## config.mk

```make
export PLATFORM = sky130hd
export DESIGN_NAME = utf8_byte_stream_decoder_top
export DESIGN_NICKNAME = d
export VERILOG_FILES = /design/src/hdl/utf8d_pkg.sv /design/src/hdl/utf8d_decode.sv /design/src/hdl/utf8d_rq.sv /design/src/hdl/utf8_byte_stream_decoder_top.sv
export SDC_FILE = /design/constraint.sdc
export NUM_CORES = 1
export LEC_CHECK = 0
export ABC_AREA = 1
export BUFFER_PORTS_ARGS = -buffer_cell sky130_fd_sc_hd__buf_2
export CAP_MARGIN = 20
export CORE_ASPECT_RATIO = 0.6
export CORE_MARGIN = 4
export CORE_UTILIZATION = 25
export CTS_BUF_LIST = sky130_fd_sc_hd__clkbuf_8 sky130_fd_sc_hd__clkbuf_16
export DETAILED_ROUTE_END_ITERATION = 12
export PLACE_DENSITY_LB_ADDON = 0.15
export SETUP_SLACK_MARGIN = 0.3
export SLEW_MARGIN = 25
export SYNTH_ARGS = -nofsm -noshare
export SYNTH_HDL_FRONTEND = slang
export SYNTH_HIERARCHICAL = 1
export SYNTH_SLANG_ARGS = --single-unit
```

## constraint.sdc

```tcl
create_clock -name clk_i -period 11.1 [get_ports clk_i]
set_input_delay 2.775 -clock clk_i [delete_from_list [all_inputs] [get_ports clk_i]]
set_output_delay 2.775 -clock clk_i [all_outputs]
set_load 0.05 [all_outputs]
```

## src/hdl/utf8d_pkg.sv

```systemverilog
// Shared types, constants and helpers of the UTF-8 byte stream decoder.
package utf8d_pkg;

  localparam int unsigned CpWidth    = 21;
  localparam int unsigned RqDepthDef = 4;

  localparam logic [CpWidth-1:0] Replacement = 21'h00FFFD;

  typedef struct packed {
    logic [CpWidth-1:0] code_point;
    logic               replaced;
    logic               last_of_run;
  } result_t;

  typedef struct packed {
    logic [1:0]       count;
    result_t [1:0]    res;
  } dec_t;

  function automatic result_t mk_result(logic [CpWidth-1:0] cp, logic repl);
    result_t r;
    r.code_point  = cp;
    r.replaced    = repl;
    r.last_of_run = 1'b0;
    return r;
  endfunction

endpackage

```

## src/hdl/utf8d_decode.sv

```systemverilog
// Decoder state and the per-byte decode of up to two results.
module utf8d_decode import utf8d_pkg::*; (
  input  logic       clk_i,
  input  logic       rst_ni,
  input  logic       accept_i,
  input  logic [7:0] text_byte_i,
  input  logic       end_of_text_i,
  output dec_t       dec_o
);

  logic [CpWidth-1:0] pc_q, pc_d;
  logic [1:0]         bp_q, bp_d;
  logic [CpWidth-1:0] acc;
  logic [1:0]         n;
  logic [1:0]         nm1;
  result_t [1:0]      res;

  always_comb begin
    pc_d = pc_q;
    bp_d = bp_q;
    n    = 2'd0;
    res  = '0;
    nm1  = 2'd0;
    acc  = {pc_q[CpWidth-7:0], text_byte_i[5:0]};
    case (text_byte_i) inside
      [8'h00:8'h7F]: begin
        if (bp_q != 2'd0) begin
          res[n[0]] = mk_result(Replacement, 1'b1);
          n = n + 2'd1;
        end
        bp_d = 2'd0;
        res[n[0]] = mk_result({{(CpWidth-8){1'b0}}, text_byte_i}, 1'b0);
        n = n + 2'd1;
      end
      [8'h80:8'hBF]: begin
        if (bp_q != 2'd0) begin
          pc_d = acc;
          bp_d = bp_q - 2'd1;
          if (bp_d == 2'd0) begin
            res[n[0]] = mk_result(acc, 1'b0);
            n = n + 2'd1;
          end
        end else begin
          res[n[0]] = mk_result(Replacement, 1'b1);
          n = n + 2'd1;
        end
      end
      [8'hC0:8'hDF]: begin
        bp_d = 2'd1;
        pc_d = {{(CpWidth-5){1'b0}}, text_byte_i[4:0]};
      end
      [8'hE0:8'hEF]: begin
        bp_d = 2'd2;
        pc_d = {{(CpWidth-4){1'b0}}, text_byte_i[3:0]};
      end
      [8'hF0:8'hF7]: begin
        bp_d = 2'd3;
        pc_d = {{(CpWidth-3){1'b0}}, text_byte_i[2:0]};
      end
      default: begin
        res[n[0]] = mk_result(Replacement, 1'b1);
        n = n + 2'd1;
        bp_d = 2'd0;
      end
    endcase
    if (end_of_text_i) begin
      if (bp_d != 2'd0) begin
        res[n[0]] = mk_result(Replacement, 1'b1);
        n = n + 2'd1;
      end
      pc_d = '0;
      bp_d = 2'd0;
    end
    if (n != 2'd0) begin
      nm1 = n - 2'd1;
      res[nm1[0]].last_of_run = 1'b1;
    end
  end

  assign dec_o.count = n;
  assign dec_o.res   = res;

  always_ff @(posedge clk_i or negedge rst_ni) begin
    if (!rst_ni) begin
      pc_q <= '0;
      bp_q <= 2'd0;
    end else if (accept_i) begin
      pc_q <= pc_d;
      bp_q <= bp_d;
    end
  end

  a_eot_clears: assert property (@(posedge clk_i) disable iff (!rst_ni)
    (accept_i && end_of_text_i) |=> (bp_q == 2'd0 && pc_q == '0))
    else $error("state not cleared after end of text");

  a_lead_pends: assert property (@(posedge clk_i) disable iff (!rst_ni)
    (accept_i && !end_of_text_i && text_byte_i >= 8'hC0 && text_byte_i <= 8'hF7)
    |=> (bp_q != 2'd0))
    else $error("lead byte did not start a sequence");

  a_two_has_repl: assert property (@(posedge clk_i) disable iff (!rst_ni)
    (dec_o.count == 2'd2) |-> (dec_o.res[0].replaced || dec_o.res[1].replaced))
    else $error("two results without a replacement");

endmodule

```

## src/hdl/utf8d_rq.sv

```systemverilog
// Result queue that takes up to two results per cycle and delivers one on each pop.
module utf8d_rq import utf8d_pkg::*; #(
  parameter int unsigned Depth = RqDepthDef
) (
  input  logic    clk_i,
  input  logic    rst_ni,
  input  dec_t    push_i,
  input  logic    pop_i,
  output logic    can_take_o,
  output logic    valid_o,
  output result_t head_o
);

  localparam int unsigned PtrW = $clog2(Depth);
  localparam int unsigned CntW = $clog2(Depth + 1);
  localparam logic [PtrW-1:0] LastPtr = PtrW'(Depth - 1);
  localparam logic [CntW-1:0] TakeMax = CntW'(Depth - 2);

  result_t        mem_q [Depth];
  logic [PtrW-1:0] wr_q, wr_d, wr1, rd_q, rd_d;
  logic [CntW-1:0] cnt_q, cnt_d;

  always_comb begin
    wr1 = (wr_q == LastPtr) ? '0 : wr_q + 1'b1;
    case (push_i.count)
      2'd1:    wr_d = wr1;
      2'd2:    wr_d = (wr1 == LastPtr) ? '0 : wr1 + 1'b1;
      default: wr_d = wr_q;
    endcase
    rd_d  = pop_i ? ((rd_q == LastPtr) ? '0 : rd_q + 1'b1) : rd_q;
    cnt_d = cnt_q + CntW'(push_i.count) - CntW'(pop_i);
  end

  assign can_take_o = (cnt_q <= TakeMax);
  assign valid_o    = (cnt_q != '0);
  assign head_o     = mem_q[rd_q];

  always_ff @(posedge clk_i) begin
    if (push_i.count != 2'd0) begin
      mem_q[wr_q] <= push_i.res[0];
    end
    if (push_i.count == 2'd2) begin
      mem_q[wr1] <= push_i.res[1];
    end
  end

  always_ff @(posedge clk_i or negedge rst_ni) begin
    if (!rst_ni) begin
      wr_q  <= '0;
      rd_q  <= '0;
      cnt_q <= '0;
    end else begin
      wr_q  <= wr_d;
      rd_q  <= rd_d;
      cnt_q <= cnt_d;
    end
  end

  a_no_overflow: assert property (@(posedge clk_i) disable iff (!rst_ni)
    cnt_q <= CntW'(Depth))
    else $error("result queue overflow");

  a_push_has_room: assert property (@(posedge clk_i) disable iff (!rst_ni)
    (push_i.count != 2'd0) |-> (cnt_q <= TakeMax))
    else $error("push into a queue without room for two results");

  a_pop_only: assert property (@(posedge clk_i) disable iff (!rst_ni)
    (pop_i && push_i.count == 2'd0) |=> (cnt_q == $past(cnt_q) - 1'b1))
    else $error("queue count did not drop on a pop");

endmodule

```

## src/hdl/utf8_byte_stream_decoder_top.sv

```systemverilog
// Top level of the UTF-8 byte stream decoder.
// Each result is registered in the result queue before it appears on the output.
// One byte is accepted per cycle while the input does not stall; a byte that gives two results delivers them in turn.
// The input stalls while the result queue has fewer than two free entries.
// Reset clears the accumulator, the pending count and the result queue.
module utf8_byte_stream_decoder_top import utf8d_pkg::*; #(
  parameter int unsigned RqDepth = RqDepthDef
) (
  input  logic                clk_i,
  input  logic                rst_ni,
  input  logic                in_valid_i,
  output logic                in_stall_o,
  input  logic [7:0]          text_byte_i,
  input  logic                end_of_text_i,
  output logic                out_valid_o,
  input  logic                out_stall_i,
  output logic [CpWidth-1:0]  code_point_o,
  output logic                replaced_o,
  output logic                last_of_run_o
);

  logic    accept;
  logic    can_take;
  logic    pop;
  dec_t    dec;
  dec_t    push;
  result_t head;

  assign in_stall_o = !can_take;
  assign accept     = in_valid_i && can_take;
  assign pop        = out_valid_o && !out_stall_i;

  utf8d_decode u_decode (
    .clk_i         (clk_i),
    .rst_ni        (rst_ni),
    .accept_i      (accept),
    .text_byte_i   (text_byte_i),
    .end_of_text_i (end_of_text_i),
    .dec_o         (dec)
  );

  always_comb begin
    push = dec;
    if (!accept) begin
      push.count = 2'd0;
    end
  end

  utf8d_rq #(
    .Depth (RqDepth)
  ) u_rq (
    .clk_i      (clk_i),
    .rst_ni     (rst_ni),
    .push_i     (push),
    .pop_i      (pop),
    .can_take_o (can_take),
    .valid_o    (out_valid_o),
    .head_o     (head)
  );

  assign code_point_o  = head.code_point;
  assign replaced_o    = head.replaced;
  assign last_of_run_o = head.last_of_run;

endmodule
```

# Word level (Yosys, flattened, before mapping)
# Memory sizes are Yosys's and may differ from the RTL's.
# Index checks and enable logic that the tools add are counted.
# op_classes
bitwise	3
n_mux	55
n_lt_le_gt_ge	17
add_sub_neg	9
reduce_logical	21
n_eq_ne	7
# ops
cell	n
two-way mux 23 bit	10
two-way mux 46 bit	3
two-way mux 15 bit	7
bitwise mux 46 bit	2
demux 23 bit (select 1 bit)	3
two-way mux 18 bit	2
two-way mux 2 bit	18
>= comparator 8 bit (second input constant)	4
<= comparator 8 bit (second input constant)	4
OR 32 bit	1
AND 14 bit	1
NOT 14 bit	1
adder 2 x 1 -> 2 bit (second input constant)	5
logical AND 1 bit	10
nonzero test 2 bit	5
two-way mux 1 bit	9
== test 2 bit (second input constant)	4
>= comparator 8 x 1 -> 1 bit (second input constant)	1
<= comparator 8 x 7 -> 1 bit (second input constant)	1
less-than comparator 1 x 2 -> 1 bit (second input constant)	3
nonzero test 5 bit	1
case mux 2 bit (2 select lines)	1
AND reduction 4 bit	1
adder 3 x 2 -> 3 bit	1
other kinds (11)	14
# word_totals
input_bits	13
out_inout_bits	25
ram_bits	92
memories	1
word_cells	118
register_bits	24
# memory_table
memory	depth	width	rd	rd_ports_with_merged_regs	wr	line	source
u_rq.mem_q	4	23	1	0	2	utf8d_rq.sv:19	result_t mem_q [Depth];

# Logic depth before layout (Yosys ltp)
# Gate-level depths: netlist of the first run.
# depth
ltp_word	17
mapped_depth	19
mapped_depth_nobuf	17

# Modules after synthesis
# Netlist of the first run, hierarchy kept.
# by_module_without_submodules
module	seq_area_each_um2	area_each_um2	cells_each	instances
utf8d_rq	2937.8	5165.0	540	1
utf8d_decode	425.4	1634.1	250	1
utf8_byte_stream_decoder_top	0.0	33.8	9	1

# Worst setup path before layout of the first run
# OpenSTA, ideal clock, no wires.
# synth_path
path_type	input-to-reg
startpoint	input port text_byte_i[6]
endpoint	memory u_rq/mem_q[1][0] (netlist name), enable pin
cell_stages	14
arrival_ns	5.931
path_slack_ns	4.734
required_time_ns	10.665
setup_ns	0.435
path_buffers	2
path_cell_list	inv_1 > nand2_2 > nor2_4 > buf_4 > nor2_1 > ha_1 > nand2_1 > nand2_1 > buf_4 > inv_1 > nor2_1 > inv_1 > ha_1 > o21ai_0
# synth_rtl
item	line	source
start: declaration	utf8_byte_stream_decoder_top.sv:13	input logic [7:0] text_byte_i,
end: declaration	utf8d_rq.sv:19	

==> results by group, run 1 <==
Final layout
  • Layout cell share with drive strength beyond 1: 15.65%
  • # diodes: 0
  • Layout area overhead: 12.27%
  • Fill cells: 2,882
  • Final non-filler cell total: 1,178
  • Nets@finish: 831
  • Final core occ: roughly 29%

STA
  • F_max: 163.7 MHz
  • Fin crit period: 6.108 ns
  • Worst Tran Pin Value: approximately 0.97 ns
  • Tcrit/Tclk final: a little under three fifths
  • Setup TNS: 0 ns
  • Final hold violations: 0
  • Fin Hold WS: 0.5055 ns
  • Final setup fails: 0
  • Clk_skew: approximately 0.0085 ns
  • Max-slew violation count: 0
  • RSZ-0062 raised after global routing: false
  • Rel. slew slack: between 30% and 40%

Global route
  • Total grt overflow: 0
  • GR Util met2: 18.28%
  • Met3 Use GR: between 3 and 4%
  • Most Used Layer, Global Route: met1
  • Vias in the first global route: 4,959
  • First-pass GRT wire length: 30.13 mm
  • Initial antenna violation count: 0
  • Largest net degree at the start of global routing: 49
  • Met1 Track Usage GR: 20.19%
  • Total track usage: a little over an eighth

Setup path
  • CP arrival: between 6 and 7 ns
  • CP max stage cell: nand2_2
  • Worst Setup End Kind: flop
  • Crit Path Max Fanout: 47
  • Cells along the critical path: buf_2 -> inv_1 -> nand2_2 -> nor2_4 -> inv_2 -> nand3_1 -> ha_1 -> nand2_1 -> nand2_1 -> inv_1 -> nor2_1 -> inv_1 -> ha_1 -> nand2_2 -> o21ai_2 -> buf_4
  • CP Launch Type: input port
  • Slowest stage delay, CP: 0.60 ns
  • Cell family with most CP delay: simple AND/OR/NAND/NOR gates
  • Buf/Inv on CP: 6
  • CP required: 11.18 ns
  • CP dominant cell by count: inv_1
  • WS Path Type: in -> reg

CTS
  • Setup Fix Bufs, Post-CTS: 0
  • Root buffer cell: clkbuf_16
  • Clock Latency Late Sink: ~0.42 ns
  • Total CTS buffers: 17
  • H-tree Lvls: 4
  • Max clock buf depth: 2
  • Clk pin slew, worst setup/hold paths: 0.05 ns
  • Post-cts sizing count: 0
  • CTS tree: yes
  • Hold_buf cts: 0
  • CTS Sinks: 116

Yosys
  • Synth cell count leaders: nand2_1 (178), nor2_1 (105), o21ai_0 (101)
  • Yosys cell types: 30
  • Top post-synthesis cells by area: edfxtp_1 (40%), nand2_1 (9.8%), dfrtp_1 (8.8%), o21ai_0 (7.4%), nor2_1 (5.8%)
  • Synth Instances: 799
  • Top FF cell, synth: edfxtp_1
  • Post-synthesis async set-or-reset flop share: between 20% and 30%
  • Share of the synthesized area in the top cell type: 40.43%
  • Area leader, netlist: edfxtp_1
  • Seq cells post-synth: 116
  • Post-synth EDFFs: 92
  • Avg Inst Size Synth: 8.552 um^2
  • Register area share after synthesis: 49.22%
  • Syn Std Cell Area: 0.006833 mm^2
  • Ys Warns: 6
  • Most numerous cell in the Yosys netlist: nand2_1

Run
  • Max Cap Violations: 0

Die
  • Ports: 38
  • Die area: 0.03013 mm^2
  • Core area: 0.02665 mm^2
  • DIE WIDTH: between 200 and 250 um
  • Die H: 136.1 um
  • Site Rows: between 40 and 50
  • Initial core utilization: 25.64%

Routing
  • Vias per cell: 4.399
  • Routed len/inst: 16.15 um
  • Vias: 5,182
  • Initial DRC count: 394
  • Routed wire length: 19.02 mm
  • Post-route DRC violation count: 0
  • Routed Antenna Nets: 0
  • Count of TritonRoute iterations in the first routing pass: 5

Outcome
  • Status: finished, final reports clean

Pwr
  • Worst vdd rail ir drop: 0.1310 mV
  • Static Leak: 3.100 nW
  • Total power: 2.041 mW
  • Pwr Density: 266.1 mW/mm^2

Placed design
  • Input/output buffers: 37
  • Final HPWL DP: 12.76 mm
  • Cell total after placement: ~1,100
  • GP Congestion: approximately 0.77

Hold path
  • Hold/Removal Path Class: reg -> reg
==> power by group <==
part | total (mW) | switching (mW) | internal, mW
Clock | 0.551 | 0.200 | 0.351
Sequential | 0.598 | 0.0329 | 0.565
Combinational | 0.892 | 0.680 | 0.212
==> logic make-up after synthesis <==
family,synth area share (%)
AO/OA/AOI/OAI,16.11
XOR/XNOR,0.2564
adder cells (fa/ha/maj),2.490
buffers and inverters,11.35
flip-flops,49.22
other,0.05488
AND/OR/NAND/NOR,20.51
==> worst paths after layout <==
check,from,end,slack (ns),cells past startpoint
max in group asynchronous,rst_ni,u_rq/rd_q[0],8.30,1
worst min-delay path,u_decode/pc_q[11],u_decode/pc_q[11],0.51,2
worst max register to register,u_decode/bp_q[1],u_rq/mem_q[3][9],7.00,13
min in group asynchronous,rst_ni,u_decode/bp_q[1],2.37,1
worst max-delay path,text_byte_i[6],u_rq/mem_q[3][9],4.99,16
worst min register to register,u_decode/pc_q[11],u_decode/pc_q[11],0.51,2
==> cell usage in the layout, fill, tap and decap left out <==
cell type and instances:
xnor2_1 2, o21ai_1 67, clkinv_4 1, nor2_1 105
a21oi_4 1, a211oi_1 1, dfrtp_1 23, o21bai_4 1
bufinv_16 2, clkinvlp_4 2, fa_1 1, nand3_4 1
conb_1 6, dfrtp_2 1, clkbuf_16 17, nand3_1 10
nand4_1 16, buf_2 37, inv_2 3, ha_1 12
clkinv_1 1, buf_4 7, o21ai_0 97, clkbuf_8 4
nor2_2 3, nand2_1 175, edfxtp_1 92, nor2_4 1
clkinv_2 3, o21ai_2 26, nand3_2 10, nand2_4 2
inv_1 77, a21oi_1 5, nand2_2 6
==> worst min-delay path, delay by kind of cell, from the launching register on <==
family / cells / cell delay, ns
and+or+nand+nor: 2 / 0.12
DFF: 1 / 0.35
==> stage by stage <==
stage                     worst slack [ns]  cell area [um^2]
final                                4.992              7671
after global routing                 4.657              7671
after floorplan                      4.734              6852
after CTS                            5.028              7671
after detailed placement             4.589              7081
after global placement               4.662              7081
==> layer usage <==
layer	routed length (um)	vias up	share of wire [%]
met3	851	12	4.5
met2	7470	107	39
met4	208	0	1.1
met1	10490	2418	55
li1	-	2645	-
met5	0	-	0
==> registers in the layout, indices dropped and copies added (netlist names) <==
register	count
u_rq/wr_q	2
u_rq/mem_q	92
u_decode/pc_q	15
u_rq/rd_q	2
u_rq/cnt_q	3
u_decode/bp_q	2
==> layout make-up <==
type                       count  area, um^2  area share (%)
multi-input combinational    548        2735           35.65
timing repair buffer          44       237.7           3.099
inverter                      78       292.8           3.817
sequential                   116        3364           43.86
tap                          360       450.4           5.872
clock buffer                  21       480.5           6.263
clock inverter                11       110.1           1.435
Power figures use the tool's default switching activity.
==> run 2: changes to the inputs <==
==> constraint.sdc (replaced) <==
create_clock -name clk_i -period 5.3 [get_ports clk_i]
set_input_delay 1.325 -clock clk_i [delete_from_list [all_inputs] [get_ports clk_i]]
set_output_delay 1.325 -clock clk_i [all_outputs]
set_load 0.05 [all_outputs]
==> run 2 against run 1 <==
Clock-buffer cell count fell by 4. Non-clock buffer count is 11 higher. Worst hold slack got worse by 0.0024 ns. Via count grew 0.42%. Critical path depth stayed put. Worst setup slack got worse by 3.8 ns. Final cell count is 1.0% higher. Total power is 100% higher. Sequential power rose by 110%. Sequential share of layout area down 0.13 points. Global-route usage increased by 0.56 points. Critical path type unchanged.
==> results by group, run 2 (synthesis results as in run 1) <==
STA
  • Setup TNS: 0 ns (unchanged)
  • Worst Tran Pin Value: 0.8451 ns (-0.1234 ns)
  • Final setup fails: 0 (unchanged)
  • Final hold violations: 0 (unchanged)
  • Fin Hold WS: 0.5031 ns (-0.002404 ns)
  • Max-slew violation count: 0 (unchanged)
  • RSZ-0062 raised after global routing: false
  • F_max: 243.5 MHz
  • Fin crit period: 4.106 ns
  • Clk_skew: 0.009113 ns (+0.0005954 ns)
  • Tcrit/Tclk final: between 70% and 80%
  • Rel. slew slack: 43.66% (+8.5 points)

Final layout
  • Nets@finish: 842 (+1.3%)
  • Max reg flops: 92 (unchanged)
  • Top Registers: u_rq/mem_q x92, u_decode/pc_q x15, u_rq/cnt_q x3
  • Most common cell after layout, fill and taps aside: nand2_1
  • Final non-filler cell total: 1,190 (+1.0%)
  • Most frequent cells in the layout: nand2_1 (175), nor2_1 (105), o21ai_0 (97), edfxtp_1 (92), inv_1 (84)
  • Biggest register: u_rq/mem_q
  • Layout area overhead: 12.60%
  • Layout cell share with drive strength beyond 1: 15.92% (+0.27 points)

Routing
  • Count of TritonRoute iterations in the first routing pass: 5 (unchanged)
  • Initial DRC count: 457 (+16%)
  • Routed Antenna Nets: 0 (unchanged)
  • Routed wire length: 19.98 mm (+5.0%)
  • Vias per cell: 4.373 (-0.59%)
  • Vias: 5,204 (+0.42%)
  • Routed len/inst: 16.79 um (+4.0%)
  • Post-route DRC violation count: 0 (unchanged)

Die
  • Core area: 0.02665 mm^2 (unchanged)
  • DIE WIDTH: 221.4 um (unchanged)
  • Die H: 136.1 um (unchanged)
  • Site Rows: 46 (unchanged)
  • Initial core utilization: 25.64% (unchanged)
  • Die area: 0.03013 mm^2 (unchanged)
  • Ports: 38 (unchanged)

Pwr
  • Internal power: 2.223 mW (+97%)
  • Static Leak: 3.138 nW (+1.2%)
  • Worst vdd rail ir drop: 0.3234 mV (+150%)
  • Clock share of power: 23.4% (-3.6 points)
  • Sw power: 1.939 mW (+110%)
  • Pwr Density: 541.0 mW/mm^2 (+100%)
  • Switching portion of total power: 46.59% (+1.8 points)
  • Comb power frac: 46.7% (+3.0 points)
  • Total power: 4.163 mW (+100%)
  • Flop pwr share: 30.0% (+0.7 points)

Setup path
  • CP required: 5.43 ns (-5.75 ns)
  • CP arrival: 4.24 ns (-1.95 ns)
  • WS Path Type: in -> reg
  • Crit Path Max Fanout: 17 (-64%)
  • Worst Setup End Kind: flop
  • CP Launch Type: input port

Global route
  • Total grt overflow: 0 (unchanged)
  • Vias in the first global route: 4,926 (-0.67%)
  • Largest net degree at the start of global routing: 49 (unchanged)
  • First-pass GRT wire length: 31.04 mm (+3.0%)
  • Initial antenna violation count: 1 (+1)
  • Total track usage: 13.76% (+0.56 points)

CTS
  • H-tree Lvls: 4 (unchanged)
  • Setup Fix Bufs, Post-CTS: 0 (unchanged)
  • CTS tree: yes
  • Max clock buf depth: 2 (unchanged)
  • Total CTS buffers: 17 (unchanged)
  • Hold_buf cts: 0 (unchanged)
  • Clk pin slew, worst setup/hold paths: 0.05 ns (about the same)
  • Clock Latency Late Sink: 0.42 ns (about the same)
  • Post-cts sizing count: 0 (unchanged)
  • CTS Sinks: 116 (unchanged)
  • Root buffer cell: clkbuf_16

Placed design
  • Final HPWL DP: 13.97 mm (+9.5%)
  • Cell total after placement: 1,157 (+0.96%)
  • GP Congestion: 0.7858 (+1.5%)
  • Input/output buffers: 37 (unchanged)

Hold path
  • Hold/Removal Path Class: reg -> reg

Outcome
  • Status: finished, final reports clean

Run
  • Max Cap Violations: 0 (unchanged)
-- run 2: critical path: stages --
cell,delay [ns]
buf_2,0.13
inv_1,0.09
nand2_2,0.18
nor2_4,0.36
inv_2,0.11
nand3_1,0.13
ha_1,0.25
nand2_1,0.07
nand2_1,0.13
inv_1,0.09
nor2_1,0.06
inv_1,0.08
ha_1,0.33
nand2_2,0.28
o21ai_2,0.35
buf_12,0.25
-- run 2: per-stage QoR --
step | setup WS, ns | cell area [um^2] | utilization [%]
6_report | 1.194 | 7694 | 28.87
5_1_grt | 0.8782 | 7691 | 28.86
4_1_cts | 1.190 | 7691 | 28.86
3_5_place_dp | 0.7367 | 7201 | 27.02
3_3_place_gp | 0.8268 | 7201 | 27.02
2_1_floorplan | 0.3835 | 6852 | -
-- run 2: final timing paths --
check | endpoint | startpoint | slack, ns | depth (start not counted)
setup / recovery | u_rq/mem_q[3][6] | text_byte_i[6] | 1.19 | 16
setup reg to reg | u_rq/mem_q[3][6] | u_decode/bp_q[1] | 2.06 | 13
hold / removal | u_decode/pc_q[13] | u_decode/pc_q[13] | 0.50 | 2
max in group asynchronous | u_rq/rd_q[0] | rst_ni | 3.97 | 1
min in group asynchronous | u_decode/bp_q[1] | rst_ni | 0.90 | 1
hold reg to reg | u_decode/pc_q[13] | u_decode/pc_q[13] | 0.50 | 2
-- run 2: cell type report --
class,instances,area (um^2)
diodes,1,2.502
clock inverters,15,65.06
multi-input cells,548,2735
flip-flops and latches,116,3364
fillers,2859,18950
inverters,78,292.8
repair buffers,55,357.8
well taps,360,450.4
clock buffers,17,425.4
-- run 2: power groups by stage --
stage                     clock network, mW  registers [mW]  logic, mW
final                                 0.972            1.25       1.94
after global routing                   1.04            1.26       2.16
after CTS                             0.994            1.25       1.98
after detailed placement                  0            1.27       1.97
after global placement                    0            1.27       1.98
after floorplan                           0            1.25       1.44
-- run 2: per-layer routing --
layer  part of all wire, %  wire [um]  vias to the layer above  GRT usage, %
li1                      -          -                     2683             -
met1                    57      11410                     2398         21.78
met2                    37       7464                      100         18.20
met3                   4.3        859                       21         3.431
met4                   1.2        238                        2         3.649
met5                 0.035          7                        -             0
